<file path="config.mk">
export PLATFORM = sky130hd
export DESIGN_NAME = silence_boundary_refiner_flat
export DESIGN_NICKNAME = d
export VERILOG_FILES = /design/src/sv/sbr_pkg.sv /design/src/sv/sbr_if.sv /design/src/sv/silence_boundary_refiner.sv /design/src/flat_wrapper.sv
export VERILOG_INCLUDE_DIRS = /design/src /design/src/sv
export SDC_FILE = /design/constraint.sdc
export NUM_CORES = 1
export LEC_CHECK = 0
export BUFFER_PORTS_ARGS = -buffer_cell sky130_fd_sc_hd__buf_2
export CORE_AREA = 2 2 217 165
export CTS_BUF_LIST = sky130_fd_sc_hd__clkbuf_2 sky130_fd_sc_hd__clkbuf_4 sky130_fd_sc_hd__clkbuf_8
export CTS_CLUSTER_DIAMETER = 50
export DETAILED_ROUTE_END_ITERATION = 10
export DIE_AREA = 0 0 219 167
export PLACE_DENSITY = 0.94
export SLEW_MARGIN = 20
export SYNTH_ARGS = -nofsm -noshare
export SYNTH_HDL_FRONTEND = slang
export SYNTH_SLANG_ARGS = --single-unit
</file>
<file path="constraint.sdc">
create_clock -name clk -period 10.5 [get_ports clk]
set_input_delay 1.05 -clock clk [delete_from_list [all_inputs] [get_ports clk]]
set_output_delay 1.05 -clock clk [all_outputs]
set_load 0.005 [all_outputs]
</file>
<file path="src/sv/silence_boundary_refiner_assert.svh">
// Assertion macros shared by the silence boundary refiner RTL.
// Needs clk and rst_n in the scope of the module that uses them.
`ifndef SILENCE_BOUNDARY_REFINER_ASSERT_SVH
`define SILENCE_BOUNDARY_REFINER_ASSERT_SVH

// Same-cycle implication, checked out of reset.
`define SBR_ASSERT_NOW(lbl, ante, cons) \
  lbl: assert property (@(posedge clk) disable iff (!rst_n) (ante) |-> (cons)) \
    else $error("silence_boundary_refiner: same-cycle check failed");

// Next-cycle implication, checked out of reset.
`define SBR_ASSERT_NEXT(lbl, ante, cons) \
  lbl: assert property (@(posedge clk) disable iff (!rst_n) (ante) |=> (cons)) \
    else $error("silence_boundary_refiner: next-cycle check failed");

`endif

</file>
<file path="src/sv/sbr_pkg.sv">
// Package for the silence boundary refiner: widths, types and codes.
// Used by the channel interfaces and the top level; depends on nothing.
package sbr_pkg;

  // Field widths
  localparam int FRAME_BITS  = 32;
  localparam int SAMPLE_BITS = 16;
  localparam int WINDOW_BITS = 16;
  localparam int THRESH_BITS = 16;
  localparam int COUNT_BITS  = WINDOW_BITS + 1;
  localparam int MAG_BITS    = (SAMPLE_BITS + 1 > THRESH_BITS) ? SAMPLE_BITS + 1 : THRESH_BITS;
  localparam int WIDE_BITS   = ((FRAME_BITS > COUNT_BITS) ? FRAME_BITS : COUNT_BITS) + 2;

  // Configuration port
  localparam int CFG_INDEX_BITS = 2;
  localparam int CFG_DATA_BITS  = (WINDOW_BITS > THRESH_BITS) ? WINDOW_BITS : THRESH_BITS;

  typedef logic [FRAME_BITS-1:0]         frame_t;
  typedef logic signed [SAMPLE_BITS-1:0] sample_t;
  typedef logic [WINDOW_BITS-1:0]        win_t;
  typedef logic [THRESH_BITS-1:0]        thresh_t;
  typedef logic [COUNT_BITS-1:0]         count_t;
  typedef logic [1:0]                    opcode_t;
  typedef logic [1:0]                    position_t;
  typedef logic [CFG_INDEX_BITS-1:0]     cfg_index_t;
  typedef logic [CFG_DATA_BITS-1:0]      cfg_data_t;

  // Request opcodes
  localparam opcode_t OP_HEADER = 2'd0;
  localparam opcode_t OP_SAMPLE = 2'd1;
  localparam opcode_t OP_FINISH = 2'd2;

  // Region positions
  localparam position_t POS_INTERIOR = 2'd0;
  localparam position_t POS_LEADING  = 2'd1;
  localparam position_t POS_TRAILING = 2'd2;
  localparam position_t POS_ENTIRE   = 2'd3;

  // Register indexes
  localparam cfg_index_t CFG_THRESHOLD = 2'd0;
  localparam cfg_index_t CFG_ALL_MODE  = 2'd1;
  localparam cfg_index_t CFG_WINDOW    = 2'd2;

  // Register reset values
  localparam thresh_t THRESHOLD_RST = THRESH_BITS'(328);
  localparam logic    ALL_MODE_RST  = 1'b1;
  localparam win_t    WINDOW_RST    = WINDOW_BITS'(4096);

  localparam frame_t FRAME_MAX = {FRAME_BITS{1'b1}};

endpackage

</file>
<file path="src/sv/sbr_if.sv">
// Valid/ready channel interfaces of the silence boundary refiner.
// Depends on sbr_pkg for field widths.

// Request channel: header, sample and finish requests
interface sbr_in_if;
  logic                  valid;
  logic                  ready;
  sbr_pkg::opcode_t      opcode;
  sbr_pkg::frame_t       coarse_begin;
  sbr_pkg::frame_t       coarse_end;
  sbr_pkg::position_t    region_position;
  logic                  perceptual_region;
  logic                  window_select;
  sbr_pkg::sample_t      sample;
  logic                  last_channel;

  modport source (
    output valid, opcode, coarse_begin, coarse_end, region_position,
           perceptual_region, window_select, sample, last_channel,
    input  ready
  );
  modport sink (
    input  valid, opcode, coarse_begin, coarse_end, region_position,
           perceptual_region, window_select, sample, last_channel,
    output ready
  );
endinterface

// Result channel: refined region
interface sbr_out_if;
  logic            valid;
  logic            ready;
  sbr_pkg::frame_t refined_begin;
  sbr_pkg::frame_t refined_end;
  logic            reverted;

  modport source (
    output valid, refined_begin, refined_end, reverted,
    input  ready
  );
  modport sink (
    input  valid, refined_begin, refined_end, reverted,
    output ready
  );
endinterface

</file>
<file path="src/sv/silence_boundary_refiner.sv">
// Silence boundary refiner: refines one coarse silence region to frame accuracy.
// Depends on sbr_pkg, sbr_if.sv and silence_boundary_refiner_assert.svh.
//
// Usage:
//   in_ch carries requests: a header (coarse range, position, perceptual flag),
//   then channel samples of the begin and end search windows, then a finish.
//   out_ch returns one refined region per finish request; other requests
//   give no result. cfg_we/cfg_index/cfg_wdata write the threshold, the
//   channel mode and the search radius; write them only while idle.
// Timing:
//   Every request passes one input register and is resolved from it; a finish
//   loads the result register. One request per cycle is sustained unless a
//   finish waits for the result register; the per-frame search is a compare and
//   a counter update, and the finish is an add and compare per boundary.
// Reset:
//   rst_n (synchronous, active low) empties both registers, clears the search
//   state and held region, and loads the register defaults (328, 1, 4096).
// Stall:
//   While out_ch.ready is low a waiting result holds; headers and samples
//   keep flowing, and only a further finish waits for the result register.
module silence_boundary_refiner (
  input  logic                clk,
  input  logic                rst_n,
  sbr_in_if.sink              in_ch,
  sbr_out_if.source           out_ch,
  input  logic                cfg_we,
  input  sbr_pkg::cfg_index_t cfg_index,
  input  sbr_pkg::cfg_data_t  cfg_wdata
);

  `include "silence_boundary_refiner_assert.svh"

  localparam int WB = sbr_pkg::WIDE_BITS;

  // Window length: min(coarse, W) + W frames
  function automatic sbr_pkg::count_t win_length(sbr_pkg::frame_t coarse, sbr_pkg::win_t w);
    sbr_pkg::count_t near;
    near = (WB'(coarse) >= WB'(w)) ? sbr_pkg::COUNT_BITS'(w)
                                   : sbr_pkg::COUNT_BITS'(coarse);
    return near + sbr_pkg::COUNT_BITS'(w);
  endfunction

  // Boundary = window origin + offset (+1), saturated to the frame range
  function automatic sbr_pkg::frame_t refine_edge(sbr_pkg::frame_t coarse, sbr_pkg::win_t w,
                                                  sbr_pkg::count_t off, logic inc);
    logic [WB-1:0] base;
    logic [WB-1:0] sum;
    base = (WB'(coarse) >= WB'(w)) ? WB'(coarse) - WB'(w) : '0;
    sum  = base + WB'(off) + WB'(inc);
    return (sum > WB'(sbr_pkg::FRAME_MAX)) ? sbr_pkg::FRAME_MAX
                                           : sbr_pkg::FRAME_BITS'(sum);
  endfunction

  // Configuration registers
  sbr_pkg::thresh_t thr_r;
  logic             all_mode_r;
  sbr_pkg::win_t    win_r;

  always_ff @(posedge clk) begin
    if (!rst_n) begin
      thr_r      <= sbr_pkg::THRESHOLD_RST;
      all_mode_r <= sbr_pkg::ALL_MODE_RST;
      win_r      <= sbr_pkg::WINDOW_RST;
    end else if (cfg_we) begin
      unique case (cfg_index)
        sbr_pkg::CFG_THRESHOLD: thr_r      <= sbr_pkg::THRESH_BITS'(cfg_wdata);
        sbr_pkg::CFG_ALL_MODE:  all_mode_r <= cfg_wdata[0];
        sbr_pkg::CFG_WINDOW:    win_r      <= sbr_pkg::WINDOW_BITS'(cfg_wdata);
        default: ;
      endcase
    end
  end

  // Input register
  logic                s1_v_r;
  sbr_pkg::opcode_t    s1_op_r;
  sbr_pkg::frame_t     s1_cb_r;
  sbr_pkg::frame_t     s1_ce_r;
  sbr_pkg::position_t  s1_pos_r;
  logic                s1_perc_r;
  logic                s1_wsel_r;
  sbr_pkg::sample_t    s1_smp_r;
  logic                s1_last_r;

  logic out_v_r;
  logic adv;
  logic in_ready;
  logic in_take;
  logic is_header;
  logic is_sample;
  logic is_finish;

  assign is_header = (s1_op_r == sbr_pkg::OP_HEADER);
  assign is_sample = (s1_op_r == sbr_pkg::OP_SAMPLE);
  assign is_finish = (s1_op_r == sbr_pkg::OP_FINISH);

  // A finish moves on only when the result register is free or draining
  assign adv      = s1_v_r && (!is_finish || !out_v_r || out_ch.ready);
  assign in_ready = !s1_v_r || adv;
  assign in_take  = in_ch.valid && in_ready;
  assign in_ch.ready = in_ready;

  always_ff @(posedge clk) begin
    if (!rst_n) begin
      s1_v_r <= 1'b0;
    end else begin
      s1_v_r <= in_take || (s1_v_r && !adv);
    end
  end

  always_ff @(posedge clk) begin
    if (in_take) begin
      s1_op_r   <= in_ch.opcode;
      s1_cb_r   <= in_ch.coarse_begin;
      s1_ce_r   <= in_ch.coarse_end;
      s1_pos_r  <= in_ch.region_position;
      s1_perc_r <= in_ch.perceptual_region;
      s1_wsel_r <= in_ch.window_select;
      s1_smp_r  <= in_ch.sample;
      s1_last_r <= in_ch.last_channel;
    end
  end

  // Held region and search state
  sbr_pkg::frame_t    held_b_r, held_b_nxt;
  sbr_pkg::frame_t    held_e_r, held_e_nxt;
  sbr_pkg::position_t held_pos_r, held_pos_nxt;
  logic               held_perc_r, held_perc_nxt;
  sbr_pkg::count_t    cnt_b_r, cnt_b_nxt;
  sbr_pkg::count_t    cnt_e_r, cnt_e_nxt;
  logic               fall_r, fall_nxt;
  logic               fany_r, fany_nxt;
  logic               last_seen_r, last_seen_nxt;
  sbr_pkg::count_t    last_off_r, last_off_nxt;
  logic               first_seen_r, first_seen_nxt;
  sbr_pkg::count_t    first_off_r, first_off_nxt;

  // Channel magnitude test
  logic [sbr_pkg::SAMPLE_BITS:0] smp_ext;
  logic [sbr_pkg::SAMPLE_BITS:0] mag;
  logic                          ch_silent;
  logic                          all_now;
  logic                          any_now;
  logic                          frame_loud;

  assign smp_ext    = {s1_smp_r[sbr_pkg::SAMPLE_BITS-1], s1_smp_r};
  assign mag        = s1_smp_r[sbr_pkg::SAMPLE_BITS-1] ? ('0 - smp_ext) : smp_ext;
  assign ch_silent  = sbr_pkg::MAG_BITS'(mag) <= sbr_pkg::MAG_BITS'(thr_r);
  assign all_now    = fall_r && ch_silent;
  assign any_now    = fany_r || ch_silent;
  assign frame_loud = all_mode_r ? !all_now : !any_now;

  always_comb begin
    held_b_nxt     = held_b_r;
    held_e_nxt     = held_e_r;
    held_pos_nxt   = held_pos_r;
    held_perc_nxt  = held_perc_r;
    cnt_b_nxt      = cnt_b_r;
    cnt_e_nxt      = cnt_e_r;
    fall_nxt       = fall_r;
    fany_nxt       = fany_r;
    last_seen_nxt  = last_seen_r;
    last_off_nxt   = last_off_r;
    first_seen_nxt = first_seen_r;
    first_off_nxt  = first_off_r;
    if (adv) begin
      unique case (s1_op_r)
        sbr_pkg::OP_HEADER: begin
          held_b_nxt     = s1_cb_r;
          held_e_nxt     = s1_ce_r;
          held_pos_nxt   = s1_pos_r;
          held_perc_nxt  = s1_perc_r;
          cnt_b_nxt      = '0;
          cnt_e_nxt      = '0;
          fall_nxt       = 1'b1;
          fany_nxt       = 1'b0;
          last_seen_nxt  = 1'b0;
          last_off_nxt   = '0;
          first_seen_nxt = 1'b0;
          first_off_nxt  = '0;
        end
        sbr_pkg::OP_SAMPLE: begin
          fall_nxt = all_now;
          fany_nxt = any_now;
          if (s1_last_r) begin
            // frame closes: count it in its window if the window has room
            if (!s1_wsel_r) begin
              if (cnt_b_r < win_length(held_b_r, win_r)) begin
                if (frame_loud) begin
                  last_seen_nxt = 1'b1;
                  last_off_nxt  = cnt_b_r;
                end
                cnt_b_nxt = cnt_b_r + 1'b1;
              end
            end else begin
              if (cnt_e_r < win_length(held_e_r, win_r)) begin
                if (frame_loud && !first_seen_r) begin
                  first_seen_nxt = 1'b1;
                  first_off_nxt  = cnt_e_r;
                end
                cnt_e_nxt = cnt_e_r + 1'b1;
              end
            end
            fall_nxt = 1'b1;
            fany_nxt = 1'b0;
          end
        end
        default: ;
      endcase
    end
  end

  always_ff @(posedge clk) begin
    if (!rst_n) begin
      held_b_r     <= '0;
      held_e_r     <= '0;
      held_pos_r   <= sbr_pkg::POS_INTERIOR;
      held_perc_r  <= 1'b0;
      cnt_b_r      <= '0;
      cnt_e_r      <= '0;
      fall_r       <= 1'b1;
      fany_r       <= 1'b0;
      last_seen_r  <= 1'b0;
      last_off_r   <= '0;
      first_seen_r <= 1'b0;
      first_off_r  <= '0;
    end else begin
      held_b_r     <= held_b_nxt;
      held_e_r     <= held_e_nxt;
      held_pos_r   <= held_pos_nxt;
      held_perc_r  <= held_perc_nxt;
      cnt_b_r      <= cnt_b_nxt;
      cnt_e_r      <= cnt_e_nxt;
      fall_r       <= fall_nxt;
      fany_r       <= fany_nxt;
      last_seen_r  <= last_seen_nxt;
      last_off_r   <= last_off_nxt;
      first_seen_r <= first_seen_nxt;
      first_off_r  <= first_off_nxt;
    end
  end

  // Finish: refined boundaries, position skips and collapse check
  logic            move_b;
  logic            move_e;
  sbr_pkg::frame_t rb;
  sbr_pkg::frame_t re;
  sbr_pkg::frame_t res_b;
  sbr_pkg::frame_t res_e;
  logic            res_rev;

  assign move_b = last_seen_r && (held_pos_r != sbr_pkg::POS_LEADING)
                  && (held_pos_r != sbr_pkg::POS_ENTIRE);
  assign move_e = first_seen_r && (held_pos_r != sbr_pkg::POS_TRAILING)
                  && (held_pos_r != sbr_pkg::POS_ENTIRE);
  assign rb = move_b ? refine_edge(held_b_r, win_r, last_off_r, 1'b1) : held_b_r;
  assign re = move_e ? refine_edge(held_e_r, win_r, first_off_r, 1'b0) : held_e_r;

  always_comb begin
    res_b   = held_b_r;
    res_e   = held_e_r;
    res_rev = 1'b0;
    if (!held_perc_r) begin
      if (re <= rb) begin
        res_rev = 1'b1;
      end else begin
        res_b = rb;
        res_e = re;
      end
    end
  end

  // Result register
  logic            fin_go;
  sbr_pkg::frame_t out_b_r;
  sbr_pkg::frame_t out_e_r;
  logic            out_rev_r;

  assign fin_go = adv && is_finish;

  always_ff @(posedge clk) begin
    if (!rst_n) begin
      out_v_r <= 1'b0;
    end else begin
      out_v_r <= fin_go || (out_v_r && !out_ch.ready);
    end
  end

  always_ff @(posedge clk) begin
    if (fin_go) begin
      out_b_r   <= res_b;
      out_e_r   <= res_e;
      out_rev_r <= res_rev;
    end
  end

  assign out_ch.valid         = out_v_r;
  assign out_ch.refined_begin = out_b_r;
  assign out_ch.refined_end   = out_e_r;
  assign out_ch.reverted      = out_rev_r;

  // Checks
  `SBR_ASSERT_NOW(a_empty_takes, !s1_v_r, in_ready)
  `SBR_ASSERT_NOW(a_result_from_finish, out_v_r && !$past(out_v_r), $past(fin_go))
  `SBR_ASSERT_NEXT(a_header_clears, adv && is_header,
                   cnt_b_r == '0 && cnt_e_r == '0 && !last_seen_r && !first_seen_r)
  `SBR_ASSERT_NEXT(a_frame_restarts, adv && is_sample && s1_last_r, fall_r && !fany_r)
  `SBR_ASSERT_NEXT(a_first_loud_sticks, first_seen_r && !(adv && is_header), first_seen_r)

endmodule
</file>
<file path="src/flat_wrapper.sv">
// flat-port wrapper written by rule: the top's interface ports become plain ports
module silence_boundary_refiner_flat 
  (clk, rst_n, cfg_we, cfg_index, cfg_wdata, in_ch_valid, in_ch_opcode, in_ch_coarse_begin, in_ch_coarse_end, in_ch_region_position, in_ch_perceptual_region, in_ch_window_select, in_ch_sample, in_ch_last_channel, in_ch_ready, out_ch_valid, out_ch_refined_begin, out_ch_refined_end, out_ch_reverted, out_ch_ready);
  sbr_in_if in_ch_i ();
  sbr_out_if out_ch_i ();
  input  logic clk;
  input  logic rst_n;
  input  logic cfg_we;
  input  sbr_pkg::cfg_index_t cfg_index;
  input  sbr_pkg::cfg_data_t cfg_wdata;
  input wire logic [$bits(in_ch_i.valid)-1:0] in_ch_valid;
  input wire logic [$bits(in_ch_i.opcode)-1:0] in_ch_opcode;
  input wire logic [$bits(in_ch_i.coarse_begin)-1:0] in_ch_coarse_begin;
  input wire logic [$bits(in_ch_i.coarse_end)-1:0] in_ch_coarse_end;
  input wire logic [$bits(in_ch_i.region_position)-1:0] in_ch_region_position;
  input wire logic [$bits(in_ch_i.perceptual_region)-1:0] in_ch_perceptual_region;
  input wire logic [$bits(in_ch_i.window_select)-1:0] in_ch_window_select;
  input wire logic [$bits(in_ch_i.sample)-1:0] in_ch_sample;
  input wire logic [$bits(in_ch_i.last_channel)-1:0] in_ch_last_channel;
  output wire logic [$bits(in_ch_i.ready)-1:0] in_ch_ready;
  output wire logic [$bits(out_ch_i.valid)-1:0] out_ch_valid;
  output wire logic [$bits(out_ch_i.refined_begin)-1:0] out_ch_refined_begin;
  output wire logic [$bits(out_ch_i.refined_end)-1:0] out_ch_refined_end;
  output wire logic [$bits(out_ch_i.reverted)-1:0] out_ch_reverted;
  input wire logic [$bits(out_ch_i.ready)-1:0] out_ch_ready;
  assign in_ch_i.valid = in_ch_valid;
  assign in_ch_i.opcode = in_ch_opcode;
  assign in_ch_i.coarse_begin = in_ch_coarse_begin;
  assign in_ch_i.coarse_end = in_ch_coarse_end;
  assign in_ch_i.region_position = in_ch_region_position;
  assign in_ch_i.perceptual_region = in_ch_perceptual_region;
  assign in_ch_i.window_select = in_ch_window_select;
  assign in_ch_i.sample = in_ch_sample;
  assign in_ch_i.last_channel = in_ch_last_channel;
  assign in_ch_ready = in_ch_i.ready;
  assign out_ch_valid = out_ch_i.valid;
  assign out_ch_refined_begin = out_ch_i.refined_begin;
  assign out_ch_refined_end = out_ch_i.refined_end;
  assign out_ch_reverted = out_ch_i.reverted;
  assign out_ch_i.ready = out_ch_ready;
  silence_boundary_refiner u_core (.clk(clk), .rst_n(rst_n), .in_ch(in_ch_i), .out_ch(out_ch_i), .cfg_we(cfg_we), .cfg_index(cfg_index), .cfg_wdata(cfg_wdata));
endmodule
</file>
==> results by group, run 1 <==
Setup path
  • Cell with the largest stage delay on the worst path: o21ai_0
  • Slowest stage delay, CP: 620 ps
  • Startpoint types: flop
  • Data required time at the worst endpoint: 10860 ps
  • Worst R2R Start: u_core.win_r[1]
  • Worst Path Arrival: 10060 ps
  • Worst setup path category: reg -> reg
  • Slack of the worst reg-to-reg path: 810 ps
  • Worst Reg-to-Reg Cells: 32
  • Crit Reg-Reg Endpoint: u_core.out_ch.refined_begin[22]
  • Critical path fanouts, max: 56
  • Capturing element type of the critical path: flop

GRT
  • Largest net degree at the start of global routing: 87
  • Overall routing resource usage: 38.3%
  • Global-route wire length before repair: 108000 µm
  • Congestion Overflow GR: 0
  • Number of antenna violations at the first check in global routing: 2
  • Number of global-route vias before repair: 18900

Timing
  • Period utilization: 92.3%
  • Fin. max-slew vios: 0
  • Final setup violation count: 0
  • Unrepaired setup endpoints after global routing: no
  • Post-layout min period: 9690 ps
  • Achievable clock frequency: 103 MHz
  • Worst-Margin Slew: 1140 ps
  • Normalized max-slew margin: 23.8%
  • Final clock skew: 27.3 ps
  • Hold Vio Cnt, Final: 0
  • Total negative slack: 0 ps
  • Minimum setup slack in the final design: 807 ps

Clock tree
  • Clock slew at reported path FFs: 70 ps
  • CTS buffer count: 54
  • Buffers inserted by post-CTS timing repair: 0
  • Hold-fix buffer count after cts: 0
  • TritonCTS clock tree: done
  • Sinks on the clock net: 326
  • Clock latency on the worst-skew pair: 620 ps
  • Worst-case clock buffer depth: 3
  • Clock root cell: clkbuf_8
  • Maximum level of the CTS H-tree: 2
  • Resized Gates After CTS: 0

Floorplanning
  • Std cell rows: 59
  • Die extent in x: 219 µm
  • Starting density of the core: 62.4%
  • Top Ports: 177
  • Core footprint: 34400 µm²
  • Die extent in y: 167 µm
  • Overall die area: 36600 µm²

Logic synthesis
  • Proportion of synthesized flip-flops having asynchronous set or reset: 0%
  • Post-synth top area cell: edfxtp_1
  • Number of different library cells in the post-synthesis netlist: 79
  • Cell area after technology mapping: 21500 µm²
  • Yosys warns: 0
  • Net count after synthesis: 2804
  • Share of the synthesized area in the top cell type: 21.3%
  • Number of enable flip-flop cells after synthesis: 152
  • Cell types occupying the most area after synthesis: edfxtp_1, dfxtp_1, ha_1, nand2_1, o21ai_0
  • Portion of the post-synthesis area used by sequential elements: 37.5%
  • Synthesis-stage register bit count: 326
  • Mapped Cells: 2507
  • Syn_area_per_cell: 8.56 µm²
  • Most used DFF post-synth: dfxtp_1

Layout
  • Area Growth Syn to Fin: 11.6%
  • Most frequent standard cell in the layout excluding fill and tap cells: nand2_1
  • Layout cell share with drive strength beyond 1: 13.0%
  • Count of inserted antenna diode cells: 0
  • Total number of nets in the final design: 2943
  • Most frequent cells in the layout: nand2_1, nor2_1, o21ai_0, ha_1, buf_2

Flow run
  • Max-cap violations: 0

Route
  • Post-detailed-route wirelength per cell: 22.6 µm
  • Via-to-Cell Ratio: 6.43
  • Vias: 20200
  • Post-Route WL: 71300 µm
  • Detail Route Antenna Nets: 0
  • Number of optimization iterations in the first detailed-route pass: 7
  • Violation count after the first detailed-routing iteration: 3054
  • Remaining DRCs: 0

Power
  • Total power: 3450 µW
  • Pwr dens: 144 nW/µm²
  • Worst IR Drop VDD: 0.000117 V
  • P_leak: 0.00963 µW

Placement
  • Worst slack after detailed placement: 1110 ps
  • Routability Congestion: 1.05
  • Post-detail-place hpwl: 53800 µm
  • Port Buffers: 176

Hold path
  • Min-Delay Endpoint: u_core.win_r[0]
  • Start point of the worst min-delay path: u_core.win_r[0]
  • Min-delay worst type: reg -> reg
  • Number of stages on the worst hold path: 2

Status
  • Outcome: finished, final reports clean
[worst max-delay path by stage]
stage / cells after the start / to / from
after floorplan: 36 / u_core.out_ch.refined_begin[15] / u_core.held_b_r[24]
after global placement: 30 / u_core.out_ch.refined_begin[21] / u_core.held_e_r[17]
final: 32 / u_core.out_ch.refined_begin[22] / u_core.win_r[1]
after global routing: 32 / u_core.out_ch.refined_begin[22] / u_core.win_r[1]
after CTS: 30 / u_core.out_ch.refined_begin[22] / u_core.held_e_r[4]
after detailed placement: 30 / u_core.out_ch.refined_begin[22] / u_core.held_e_r[17]
[routing by layer]
metal / vias to the layer above / part of all wire (%) / track usage, %
li1: 9311 / - / -
met1: 9512 / 42 / 55.4
met4: 4 / 2.7 / 10.1
met3: 158 / 13 / 10.1
met2: 1253 / 42 / 56.5
met5: - / 0.038 / 0
[worst max-delay path: cells and delay by family (launching register included)]
family | cells | cell delay (ps)
AOI/OAI and AO/OA | 12 | 3390
adders and majority gates | 3 | 1000
buffers and inverters | 4 | 980
DFF | 1 | 470
muxes | 2 | 960
and+or+nand+nor | 11 | 2580
[area by class of cell]
type	instances	area (µm²)
clock buffers	78	992
clock inverters	24	164
fillers	2644	10500
inverters	86	323
multi-input cells	1974	12700
flip-flops and latches	326	8050
well taps	457	572
repair buffers	204	1150
[per-stage QoR]
step / cells / cell area (µm²) / util [%] / hold slack (ps)
after floorplan: 2507 / 21500 / - / 436
after global placement: 3045 / 22700 / 66.1 / 448
after detailed placement: 3045 / 22700 / 66.1 / 461
after CTS: 3147 / 23900 / 69.4 / 470
after global routing: 3149 / 23900 / 69.6 / 493
final: 3149 / 23900 / 69.6 / 474
[registers in the layout, indices dropped and copies added, names as in the netlist, 2 cells and up]
register / count
u_core.out_ch.refined_begin: 32
u_core.s1_op_r: 2
u_core.thr_r: 16
u_core.s1_cb_r: 32
u_core.s1_smp_r: 16
u_core.cnt_b_r: 17
u_core.cnt_e_r: 17
u_core.held_pos_r: 2
u_core.held_b_r: 32
u_core.held_e_r: 32
u_core.s1_pos_r: 2
u_core.win_r: 16
u_core.first_off_r: 17
u_core.last_off_r: 17
u_core.s1_ce_r: 32
u_core.out_ch.refined_end: 32
[power breakdown]
part / switching (µW) / total [µW] / internal [µW]
logic: 564 / 864 / 300
clock network: 551 / 1190 / 639
registers: 31.7 / 1400 / 1370
total: 1150 / 3450 / 2310
[cell usage after synthesis (all sizes together), types with 8 or more instances]
library cell  number
a211o             10
a211oi            19
a21boi            99
a21o              55
a21oi            147
a31oi             33
and2              13
and3              14
buf               28
clkbuf            93
dfxtp            174
edfxtp           152
ha               181
inv               86
mux2               8
mux2i              9
nand2            368
nand2b            25
nand3            101
nand4             26
nor2             207
nor2b             20
nor3              38
nor4              25
o2111ai            8
o211ai            20
o21a              19
o21ai            205
o21bai            11
o31ai             19
or2               12
or3               30
or4               15
xnor2             90
xor2              65
[kinds of logic (layout without fill, tap and decap cells)]
kind of cell | after synthesis | in the layout | synth area share [%]
flip-flops | 326 | 326 | 37.5
multiplexers | 17 | 17 | 0.915
buffers and inverters | 207 | 392 | 3.80
AO/OA/AOI/OAI | 697 | 697 | 20.5
adder cells (fa/ha/maj) | 187 | 187 | 11.1
XOR/XNOR | 155 | 155 | 6.33
AND/OR/NAND/NOR | 918 | 918 | 19.8
Note: power is estimated with default switching activity, not from simulation.
==> run 2, diff against run 1 <==
--- a/config.mk
+++ b/config.mk
@@ -7,11 +7,11 @@
 export NUM_CORES = 1
 export LEC_CHECK = 0
 export BUFFER_PORTS_ARGS = -buffer_cell sky130_fd_sc_hd__buf_2
-export CORE_AREA = 2 2 217 165
+export CORE_AREA = 2 2 242 148
 export CTS_BUF_LIST = sky130_fd_sc_hd__clkbuf_2 sky130_fd_sc_hd__clkbuf_4 sky130_fd_sc_hd__clkbuf_8
 export CTS_CLUSTER_DIAMETER = 50
 export DETAILED_ROUTE_END_ITERATION = 10
-export DIE_AREA = 0 0 219 167
+export DIE_AREA = 0 0 244 150
 export PLACE_DENSITY = 0.94
 export SLEW_MARGIN = 20
 export SYNTH_ARGS = -nofsm -noshare
==> run 2 against run 1 <==
Total power is 1.2% lower. Routed wire length is 0.91% lower. Sequential cell count stayed put. Clock skew is 2.1 ps lower. Combinational power is 2% higher. Final area is 0.59% lower. Worst hold slack better by 7.6 ps. Sequential share of layout area is 0.20 points higher. Critical path type unchanged. Largest power group unchanged.
==> results by group, run 2 (synthesis results as in run 1) <==
Status
  • Outcome: finished, final reports clean

Clock tree
  • Worst-case clock buffer depth: 3 (unchanged)
  • TritonCTS clock tree: done
  • Clock latency on the worst-skew pair: 610 ps (about the same)
  • Maximum level of the CTS H-tree: 2 (unchanged)
  • Hold-fix buffer count after cts: 0 (unchanged)
  • Resized Gates After CTS: 0 (unchanged)
  • Clock slew at reported path FFs: 70 ps (about the same)
  • CTS buffer count: 49 (-9.3%)
  • Buffers inserted by post-CTS timing repair: 0 (unchanged)
  • Clock root cell: clkbuf_8
  • Sinks on the clock net: 326 (unchanged)

Layout
  • Most frequent standard cell in the layout excluding fill and tap cells: nand2_1
  • FF/Latch Area: 8050 µm² (unchanged)
  • Total number of nets in the final design: 2937 (-0.20%)
  • Area Growth Syn to Fin: 10.9%
  • Layout cell share with drive strength beyond 1: 12.7% (-0.23 points)
  • Most frequent cells in the layout: nand2_1, nor2_1, o21ai_0, ha_1, buf_2
  • Fill count: 2628 (-0.61%)
  • Area of combinational cells with multiple inputs: 12700 µm² (+0.11%)

Setup path
  • Data required time at the worst endpoint: 10840 ps (-20 ps)
  • Capturing element type of the critical path: flop
  • Most frequent cell on the critical path: buf_4
  • Critical path fanouts, max: 56 (unchanged)
  • Startpoint types: flop
  • Slowest stage delay, CP: 600 ps (-20 ps)
  • Worst setup path category: reg -> reg
  • Cell with the largest stage delay on the worst path: or4_1
  • Worst Path Arrival: 10130 ps (+70 ps)

Power
  • Pwr dens: 143 nW/µm² (-0.60%)
  • Total power: 3410 µW (-1.2%)
  • Worst IR Drop VDD: 0.000109 V (-6.4%)
  • P_leak: 0.00957 µW (-0.59%)

GRT
  • Number of antenna violations at the first check in global routing: 3 (+1)
  • Number of global-route vias before repair: 19100 (+1.3%)
  • Overall routing resource usage: 37.5% (-0.77 points)
  • Largest net degree at the start of global routing: 81 (-6.9%)
  • Congestion Overflow GR: 0 (unchanged)
  • Global-route wire length before repair: 107000 µm (-1.1%)

Floorplanning
  • Overall die area: 36600 µm² (about the same)
  • Die extent in y: 150 µm (-10%)
  • Die extent in x: 244 µm (+11%)
  • Top Ports: 177 (unchanged)
  • Std cell rows: 53 (-10%)
  • Starting density of the core: 62.1% (-0.27 points)
  • Core footprint: 34500 µm² (+0.43%)

Route
  • Number of optimization iterations in the first detailed-route pass: 5 (-2)
  • Remaining DRCs: 0 (unchanged)
  • Detail Route Antenna Nets: 0 (unchanged)
  • Post-Route WL: 70700 µm (-0.91%)
  • Post-detailed-route wirelength per cell: 22.4 µm (-0.95%)
  • Violation count after the first detailed-routing iteration: 2876 (-5.8%)
  • Via-to-Cell Ratio: 6.48 (+0.84%)
  • Vias: 20400 (+0.87%)

Placement
  • Routability Congestion: 1.03 (-2.6%)
  • Port Buffers: 176 (unchanged)
  • Post-detail-place hpwl: 52700 µm (-2.2%)

Timing
  • Fin. max-slew vios: 0 (unchanged)
  • Post-layout min period: 9790 ps (+101 ps)
  • Hold Vio Cnt, Final: 0 (unchanged)
  • Worst-Margin Slew: 1120 ps (-26.3 ps)
  • Unrepaired setup endpoints after global routing: no
  • Final clock skew: 25.3 ps (-2.07 ps)
  • Achievable clock frequency: 102 MHz (-1.0%)
  • Total negative slack: 0 ps (unchanged)
  • Final setup violation count: 0 (unchanged)
  • Normalized max-slew margin: 24.9% (+1.1 points)
  • Period utilization: 93.3% (+0.96 points)

Flow run
  • Max-cap violations: 0 (unchanged)

Hold path
  • Min-delay worst type: reg -> reg
run 2: cell count changes in the layout (fill, tap and decap cells not counted), moves of 2 or more:
cell        delta
clkinv_1       -5
buf_4          +2
clkbuf_8       -7
clkbuf_4       +4
clkinvlp_4     -4
inv_6          -2
diode_2        +5
buf_12         -3
run 2: final cells by class:
cell class,instances,share of cell area (%)
multi-input cells,1975,53.4
clock buffers,75,3.89
flip-flops and latches,326,33.8
inverters,86,1.36
diodes,5,0.0526
well taps,467,2.45
clock inverters,14,0.520
repair buffers,202,4.53
run 2: through the flow:
| step | setup WS, ps | area [µm²] | util (%) | hold WS (ps) | cells |
|---|---|---|---|---|---|
| 4_1_cts | 737 | 23800 | 68.8 | 477 | 3144 |
| 3_5_place_dp | 775 | 22700 | 65.8 | 468 | 3055 |
| 6_report | 706 | 23800 | 68.9 | 482 | 3150 |
| 5_1_grt | 138 | 23800 | 68.9 | 496 | 3145 |
| 2_1_floorplan | 2090 | 21500 | - | 436 | 2507 |
| 3_3_place_gp | 977 | 22700 | 65.8 | 455 | 3055 |
run 2: final timing paths:
path,start,end,slack (ps),cells past startpoint
setup / recovery,u_core.held_b_r[23],u_core.out_ch.refined_begin[26],710,33
hold / removal,u_core.thr_r[4],u_core.thr_r[4],480,2
setup reg to reg,u_core.held_b_r[23],u_core.out_ch.refined_begin[26],710,33
hold reg to reg,u_core.thr_r[4],u_core.thr_r[4],480,2
run 2: power breakdown:
part / switching [µW] / internal (µW) / leakage [µW] / total, µW
sequential: 33.8 / 1370 / 0.00287 / 1400
combinational: 579 / 301 / 0.00615 / 880
clock: 519 / 611 / 0.000554 / 1130
run 2: routing by layer:
layer,global-route usage [%],share of wire [%]
met5,0,0.018
met1,54.8,43
met4,11.1,2.6
met3,9.74,14
met2,54.2,41
run 2: critical path, delay by kind of cell (launching register included):
family | cells | cell delay, ps
AO/OA/AOI/OAI | 10 | 2000
adder cells (fa/ha/maj) | 2 | 570
buffers and inverters | 4 | 1360
flip-flops | 1 | 400
multiplexers | 2 | 680
AND/OR/NAND/NOR | 15 | 4480
